==> config.mk <==
export PLATFORM = sky130hd
export DESIGN_NAME = local_window_sigmoid_neuron_top
export DESIGN_NICKNAME = d
export VERILOG_FILES = /design/src/rtl/lwsn_pkg.sv /design/src/rtl/local_window_sigmoid_neuron_top.sv
export SDC_FILE = /design/constraint.sdc
export NUM_CORES = 2
export LEC_CHECK = 0
export ABC_AREA = 1
export ABC_CLOCK_PERIOD_IN_PS = 20200
export BUFFER_PORTS_ARGS = -buffer_cell sky130_fd_sc_hd__buf_4
export CORE_UTILIZATION = 65
export CTS_CLUSTER_DIAMETER = 200
export DETAILED_ROUTE_END_ITERATION = 10
export GPL_TIMING_DRIVEN = 1
export PLACE_DENSITY = 0.85
export SLEW_MARGIN = 20
export SYNTH_ARGS = -nofsm -noshare
export SYNTH_HDL_FRONTEND = slang
export SYNTH_SLANG_ARGS = --single-unit
==> constraint.sdc <==
create_clock -name clk -period 20.2 [get_ports clk]
set_input_delay 6.06 -clock clk [delete_from_list [all_inputs] [get_ports clk]]
set_output_delay 6.06 -clock clk [all_outputs]
set_load 0.01 [all_outputs]
==> src/rtl/lwsn_pkg.sv <==
// ----------------------------------------------------------------------------
// lwsn_pkg: shared constants and table functions
// Widths, fixed-point constants and the sigmoid table generator used by the
// local window sigmoid neuron.
// ----------------------------------------------------------------------------
package lwsn_pkg;

	localparam int TAPS          = 3;
	localparam int SAMPLE_BITS   = 16;
	localparam int INDEX_BITS    = 8;
	localparam int FRAC_SHIFT    = 12;
	localparam int ACT_BITS      = 13;
	localparam int WIN_DEPTH     = TAPS - 1;
	localparam int FILL_BITS     = $clog2(TAPS);
	localparam int TABLE_SIZE    = 1 << INDEX_BITS;
	localparam int PROD_BITS     = 2 * SAMPLE_BITS;
	localparam int SUM_BITS      = PROD_BITS + $clog2(TAPS);
	localparam int SHIFT_BITS    = SUM_BITS - FRAC_SHIFT;
	localparam int BIASED_BITS   = SHIFT_BITS + 1;
	localparam int S_DATA_BITS   = TAPS * SAMPLE_BITS + SAMPLE_BITS;
	localparam int M_DATA_BITS   = ((ACT_BITS + 7) / 8) * 8;

	localparam logic [63:0] Q48_ONE = 64'd1 << 48;

	typedef logic signed [SAMPLE_BITS-1:0] sample_t;
	typedef logic signed [PROD_BITS-1:0] prod_t;
	typedef logic [ACT_BITS-1:0] act_t;

	// Computes (a * b) >> 48 for operands below 2^49.
	function automatic logic [63:0] mul_q48(input logic [63:0] a, input logic [63:0] b);
		logic [63:0] ah;
		logic [63:0] al;
		logic [63:0] bh;
		logic [63:0] bl;
		logic [63:0] lo;
		logic [63:0] mid;
		ah  = a >> 32;
		al  = a & 64'hFFFF_FFFF;
		bh  = b >> 32;
		bl  = b & 64'hFFFF_FFFF;
		lo  = al * bl;
		mid = ah * bl + al * bh;
		return ((ah * bh) << 16) + (mid >> 16) + (((mid & 64'hFFFF) + (lo >> 32)) >> 16);
	endfunction

	// Unsigned quotient by shift and subtract, evaluated only while the table is built.
	function automatic logic [63:0] udiv64(input logic [63:0] n, input logic [63:0] d);
		logic [64:0] rem;
		logic [63:0] q;
		rem = '0;
		q   = '0;
		for (int b = 63; b >= 0; b--) begin
			rem = {rem[63:0], n[b]};
			if (rem >= {1'b0, d}) begin
				rem  = rem - {1'b0, d};
				q[b] = 1'b1;
			end
		end
		return q;
	endfunction

	// Returns exp(-r / 4096) in Q48 for r in 0 to 4096.
	function automatic logic [63:0] exp_neg_frac(input logic [63:0] r);
		logic [63:0] term;
		logic [63:0] acc;
		term = Q48_ONE;
		acc  = Q48_ONE;
		for (int k = 1; k <= 24; k++) begin
			term = udiv64(term * r, 64'd4096 * 64'(k));
			if (k[0]) begin
				acc = acc - term;
			end else begin
				acc = acc + term;
			end
		end
		return acc;
	endfunction

	// Sigmoid of the lowest value of a bucket, rounded, in Q1.12.
	function automatic act_t sig_entry(input int idx);
		longint      x;
		logic [63:0] t;
		logic [63:0] n;
		logic [63:0] e;
		logic [63:0] e1;
		logic [63:0] num;
		logic [63:0] den;
		x  = -(longint'(1) << (SAMPLE_BITS - 1))
			+ longint'(idx) * (longint'(1) << (SAMPLE_BITS - INDEX_BITS));
		t  = (x < 0) ? 64'(-x) : 64'(x);
		n  = t >> FRAC_SHIFT;
		e1 = exp_neg_frac(64'd4096);
		e  = exp_neg_frac(t & 64'd4095);
		for (int k = 0; k < 64; k++) begin
			if (64'(k) < n) begin
				e = mul_q48(e, e1);
			end
		end
		den = Q48_ONE + e;
		num = (x >= 0) ? (64'd4096 << 48) : (64'd4096 * e);
		return ACT_BITS'(udiv64(num + (den >> 1), den));
	endfunction

endpackage

==> src/rtl/local_window_sigmoid_neuron_top.sv <==
// ----------------------------------------------------------------------------
// local_window_sigmoid_neuron_top: locally connected layer with sigmoid
// Keeps the last two samples, forms the weighted window sum of each full
// window, adds the bias, saturates and looks up the sigmoid table.
// ----------------------------------------------------------------------------
// An accepted input beat is registered as products in the product stage;
// the sum and table stage then fills the output register. Throughput: one
// input beat per cycle while the output is not stalled. Reset clears the
// window, the fill count, the bias and all valid flags at once.
// ----------------------------------------------------------------------------
module local_window_sigmoid_neuron_top (
	input  logic                               clk,
	input  logic                               arst_n,
	input  logic                               s_tvalid,
	output logic                               s_tready,
	// sample, weight_oldest, weight_middle, weight_newest (lowest bit first)
	input  logic [lwsn_pkg::S_DATA_BITS-1:0]   s_tdata,
	input  logic                               s_tlast,
	output logic                               m_tvalid,
	input  logic                               m_tready,
	// activation, zero fill (lowest bit first)
	output logic [lwsn_pkg::M_DATA_BITS-1:0]   m_tdata,
	output logic                               m_tlast,
	input  logic                               cfg_valid,
	output logic                               cfg_ready,
	input  logic [lwsn_pkg::SAMPLE_BITS-1:0]   cfg_data
);

	localparam int SB = lwsn_pkg::SAMPLE_BITS;

	lwsn_pkg::act_t    sig_rom [lwsn_pkg::TABLE_SIZE];

	lwsn_pkg::sample_t bias_q;
	lwsn_pkg::sample_t win_q [lwsn_pkg::WIN_DEPTH];
	logic [lwsn_pkg::FILL_BITS-1:0] fill_q;

	lwsn_pkg::prod_t   prod_s1 [lwsn_pkg::TAPS];
	logic              last_s1;
	logic              valid_s1;

	lwsn_pkg::act_t    act_q;
	logic              last_q;
	logic              m_valid_q;

	logic              in_beat;
	logic              out_adv;
	logic              s1_adv;
	logic              full;
	lwsn_pkg::sample_t cur_sample;
	lwsn_pkg::sample_t tap_sample [lwsn_pkg::TAPS];
	lwsn_pkg::sample_t tap_weight [lwsn_pkg::TAPS];

	logic signed [lwsn_pkg::SUM_BITS-1:0]    sum;
	logic signed [lwsn_pkg::SHIFT_BITS-1:0]  shifted;
	logic signed [lwsn_pkg::BIASED_BITS-1:0] biased;
	lwsn_pkg::sample_t                       sat;
	logic [SB-1:0]                           sat_off;
	logic [lwsn_pkg::INDEX_BITS-1:0]         idx;

	for (genvar i = 0; i < lwsn_pkg::TABLE_SIZE; i++) begin : g_rom
		localparam lwsn_pkg::act_t ENTRY = lwsn_pkg::sig_entry(i);
		assign sig_rom[i] = ENTRY;
	end

	assign out_adv   = !m_valid_q || m_tready;
	assign s1_adv    = !valid_s1 || out_adv;
	assign s_tready  = s1_adv;
	assign in_beat   = s_tvalid && s_tready;
	assign cfg_ready = 1'b1;
	assign full      = (fill_q >= lwsn_pkg::FILL_BITS'(lwsn_pkg::WIN_DEPTH));

	assign cur_sample = s_tdata[SB-1:0];

	always_comb begin
		for (int j = 0; j < lwsn_pkg::TAPS; j++) begin
			tap_weight[j] = s_tdata[(j+1)*SB +: SB];
			if (j < lwsn_pkg::WIN_DEPTH) begin
				tap_sample[j] = win_q[j];
			end else begin
				tap_sample[j] = cur_sample;
			end
		end
	end

	always_ff @(posedge clk or negedge arst_n) begin
		if (!arst_n) begin
			bias_q <= '0;
		end else if (cfg_valid && cfg_ready) begin
			bias_q <= cfg_data;
		end
	end

	always_ff @(posedge clk or negedge arst_n) begin
		if (!arst_n) begin
			for (int j = 0; j < lwsn_pkg::WIN_DEPTH; j++) begin
				win_q[j] <= '0;
			end
			fill_q <= '0;
		end else if (in_beat) begin
			if (s_tlast) begin
				for (int j = 0; j < lwsn_pkg::WIN_DEPTH; j++) begin
					win_q[j] <= '0;
				end
				fill_q <= '0;
			end else begin
				for (int j = 0; j < lwsn_pkg::WIN_DEPTH - 1; j++) begin
					win_q[j] <= win_q[j+1];
				end
				win_q[lwsn_pkg::WIN_DEPTH-1] <= cur_sample;
				if (!full) begin
					fill_q <= fill_q + lwsn_pkg::FILL_BITS'(1);
				end
			end
		end
	end

	always_ff @(posedge clk or negedge arst_n) begin
		if (!arst_n) begin
			valid_s1 <= 1'b0;
		end else if (s1_adv) begin
			valid_s1 <= in_beat && full;
		end
	end

	always_ff @(posedge clk) begin
		if (s1_adv && in_beat) begin
			for (int j = 0; j < lwsn_pkg::TAPS; j++) begin
				prod_s1[j] <= lwsn_pkg::PROD_BITS'(tap_sample[j])
					* lwsn_pkg::PROD_BITS'(tap_weight[j]);
			end
			last_s1 <= s_tlast;
		end
	end

	always_comb begin
		sum = '0;
		for (int j = 0; j < lwsn_pkg::TAPS; j++) begin
			sum = sum + lwsn_pkg::SUM_BITS'(prod_s1[j]);
		end
		shifted = lwsn_pkg::SHIFT_BITS'(sum >>> lwsn_pkg::FRAC_SHIFT);
		biased  = lwsn_pkg::BIASED_BITS'(shifted) + lwsn_pkg::BIASED_BITS'(bias_q);
		if ((biased[lwsn_pkg::BIASED_BITS-1:SB-1] == '0)
			|| (biased[lwsn_pkg::BIASED_BITS-1:SB-1] == '1)) begin
			sat = biased[SB-1:0];
		end else if (biased[lwsn_pkg::BIASED_BITS-1]) begin
			sat = {1'b1, {(SB-1){1'b0}}};
		end else begin
			sat = {1'b0, {(SB-1){1'b1}}};
		end
		sat_off = {~sat[SB-1], sat[SB-2:0]};
		idx     = sat_off[SB-1 -: lwsn_pkg::INDEX_BITS];
	end

	always_ff @(posedge clk or negedge arst_n) begin
		if (!arst_n) begin
			m_valid_q <= 1'b0;
		end else if (out_adv) begin
			m_valid_q <= valid_s1;
		end
	end

	always_ff @(posedge clk) begin
		if (out_adv && valid_s1) begin
			act_q  <= sig_rom[idx];
			last_q <= last_s1;
		end
	end

	assign m_tvalid = m_valid_q;
	assign m_tdata  = lwsn_pkg::M_DATA_BITS'(act_q);
	assign m_tlast  = last_q;

endmodule

==> flow_metrics.tcl <==
set metrics [dict create \
    hold_path_class "register to register" \
    vias 31300 \
    clk_transition_reported_paths_ns 0.09 \
    cts.root.buffer_cell "sky130_fd_sc_hd__clkbuf_16" \
    fillers 4763 \
    post_synth.cell_area_avg_um2 8.24 \
    cp_top_family "buffers and inverters" \
    timing.setup.tns_ns 0 \
    grt_pass1_vias 33800 \
    fmax_mhz 79.5 \
    ys.flop_type "sky130_fd_sc_hd__edfxtp_1" \
    final.min_clock_period_ns 12.58 \
    worst_path_class_setup "input port to output pin" \
    dpl_hpwl_um 83200 \
    fp-row-count 91 \
    finalCritPeriodShare 0.623 \
    area_growth_syn_to_layout_pct 3.83 \
    synth-simple-area-share 0.158 \
    grt_antenna_before_repair 6 \
    report.final.hold_viol_count 0 \
    proportion_of_register_bits_with_asynchronous_set_or_reset_after_synthesis 0.321 \
    cts_repair_resize_count 0 \
    most_common_cell_in_the_netlist "sky130_fd_sc_hd__inv_1" \
    grt_first_pass_wirelength_um 171000 \
    synthTopCellsByArea "sky130_fd_sc_hd__fa_1 (40%), sky130_fd_sc_hd__inv_1 (12%), sky130_fd_sc_hd__nand2_1 (11%)" \
    top_level_ports 106 \
    path_buf_inv 3 \
    detail_route.vias_per_cell 5.54 \
    grt_max_degree 92 \
    maxSlewViolCount 0 \
    synth_seq_area_share 0.114 \
    critical_path_required_ns 14.14 \
    critical_path.max_stage_delay_ns 0.16 \
    detailedRoute.firstPassIterationCount 6 \
    post_route_cells_drive_above_1_share 0.0467 \
    synth.lib_cells_used.distinct 52 \
    setup_repair_after_global_routing_missed_its_margin "false" \
    worst_slew_pin_slew_ns 0.984 \
    ctsHtreeMaxLevel 4 \
    global_route.overflow_total 0 \
    yosys.area.top_type_share 0.405 \
    netlist_instances 4901 \
    place.gp.congestion 0.990 \
    port_buffers 100 \
    fp.dieH_um 251 \
    grt_use_total 0.350 \
    cts_sinks 162 \
    synth_common_cells "sky130_fd_sc_hd__inv_1 (1314), sky130_fd_sc_hd__nand2_1 (1216), sky130_fd_sc_hd__fa_1 (817)" \
    cts_tree "built" \
    path_common_cell "sky130_fd_sc_hd__buf_4" \
    synth-edff-count 110 \
    routedWlPerCell_um 18.3 \
    post_synth_fa_ha_maj_area_fraction 0.502 \
    num-nets-final 6018 \
    met3RoutedLength_um 8690 \
    drc_errors 0 \
    design.die.area_um2 63200 \
    cpMaxStageDelayCell "sky130_fd_sc_hd__buf_4" \
    post_synth_mux_area_share 0.00446 \
    timing.final.setup_violations 0 \
    multi_input_comb_area_um2 29900 \
    cp_data_arrival_time_ns 6.52 \
    route.top_layer_used "met5" \
    worstPathMaxFanout 3 \
    cts_buffer_depth 2 \
    final_ant_viol_nets 0 \
    layout.area.seq_um2 4600 \
    wirelength_met1_um 38200 \
    synth_largest_area_cell "sky130_fd_sc_hd__fa_1" \
    yosysWarningCount 0 \
    fin_skew_ns 0.0206 \
    drt-initial-drc-count 2318 \
    number_of_synthesized_register_bits 162 \
    max-slew-margin-rel 0.344 \
    fraction_of_the_mapped_netlist_area_in_compound_gates 0.0434 \
    cap_violations 0 \
    crit_path_cell_chain "buf_4, inv_1, nand3_1, buf_4" \
    post_synth_xor_area_fraction 0.0312 \
    die_x_um 251 \
    run_status "completed" \
    synthesis.area_um2 40400 \
    wl_um 104000 \
    synth_top_family_by_area "adder cells" \
    cts_hold_repair.buffers 0 \
    floorplan.initialDensity 0.656 \
    cts_made_buffers 17 \
    critical_path.startpoint_type "input port" \
    core_um2 61600 \
    postCtsSetupBuffers 0 \
    endpoint_class_of_the_critical_path "output pin" \
    wl_met2_um 51000 \
    clk_latency_ns 0.51 \
]
==> logic make-up after synthesis <==
logic type | count (synthesis)
buf+inv | 1557
fa+ha+maj | 1130
mux | 16
flops | 162
simple gates | 1562
other cells | 2
compound gates | 328
xor+xnor | 144
==> area by class of cell <==
type / instances / area share
clock inverters: 15 / 0.00456
well taps: 837 / 0.0250
diodes: 3 / 0.000179
inverters: 1323 / 0.119
multi-input cells: 3185 / 0.712
flip-flops and latches: 162 / 0.110
clock buffers: 17 / 0.0101
repair buffers: 113 / 0.0202
==> state kept, by name, summed over array words and instances (netlist names), 2 cells and up <==
name and count:
prod_s1 96, tap_sample 32, bias_q 16, act_q 12, fill_q 2
==> placed cells by master, fill, tap and decap left out, drive strengths merged <==
master,netlist,final
a211oi,5,5
a21boi,7,7
a21o,4,4
a21oi,165,165
a221oi,2,2
a31o,1,1
a31oi,8,8
and2,1,1
and3,2,2
buf,33,113
clkbuf,201,17
clkinv,0,6
conb,2,5
dfrtp,52,52
diode,0,3
edfxtp,110,110
fa,817,817
ha,313,313
inv,1323,1332
mux2,16,16
nand2,1244,1244
nand3,175,175
nand3b,4,4
nand4,21,21
nor2,91,91
nor3,6,6
nor4,1,1
o2111ai,2,2
o211ai,5,5
o21a,1,1
o21ai,120,120
o21bai,3,3
o221ai,1,1
o22ai,1,1
o31ai,3,3
or2,17,17
xnor2,61,61
xor2,83,83
==> path summary, 6_finish.rpt <==
path,startpoint,endpoint,slack [ns],cells past startpoint
worst max-delay path,m_tready,s_tready,7.62,4
worst min-delay path,last_s1$_DFFE_PP_,m_tlast$_DFFE_PP_,0.51,0
worst max register to register,prod_s1[0][3]$_DFFE_PP_,act_q[3]$_DFFE_PP_,11.01,55
worst min register to register,last_s1$_DFFE_PP_,m_tlast$_DFFE_PP_,0.51,0
max in group asynchronous,arst_n,tap_sample[26]$_DFFE_PN0P_,14.03,1
min in group asynchronous,arst_n,bias_q[8]$_DFFE_PN0P_,5.62,1
==> stage by stage <==
| stage | instance area, um2 | hold WS, ns | worst slack [ns] | utilization | cells |
|---|---|---|---|---|---|
| 2_1_floorplan | 40400 | 0.400 | 7.88 | - | 4904 |
| 3_3_place_gp | 41300 | 0.432 | 7.64 | 0.671 | 5620 |
| 3_5_place_dp | 41300 | 0.469 | 7.62 | 0.671 | 5620 |
| 4_1_cts | 41900 | 0.491 | 7.62 | 0.681 | 5652 |
| 5_1_grt | 41900 | 0.510 | 7.56 | 0.681 | 5655 |
| 6_report | 41900 | 0.505 | 7.62 | 0.681 | 5655 |
==> per-layer routing <==
| metal | GRT usage | vias to the layer above |
|---|---|---|
| li1 | - | 14100 |
| met2 | 0.588 | 1491 |
| met5 | 0 | - |
| met4 | 0.185 | 2 |
| met1 | 0.439 | 15400 |
| met3 | 0.0550 | 367 |
==> worst reg2reg max path: cells and delay by family (launching register included) <==
kind            cells  cell delay, ns
xor+xnor            1            0.24
fa+ha+maj           4            1.77
flops               1            0.35
buf+inv             6            0.71
simple gates       36            4.11
compound gates      8            1.75
Power is left out: the tool's default activity adds up to more than one toggle a clock period on the data nets, which glitch-free logic cannot reach.
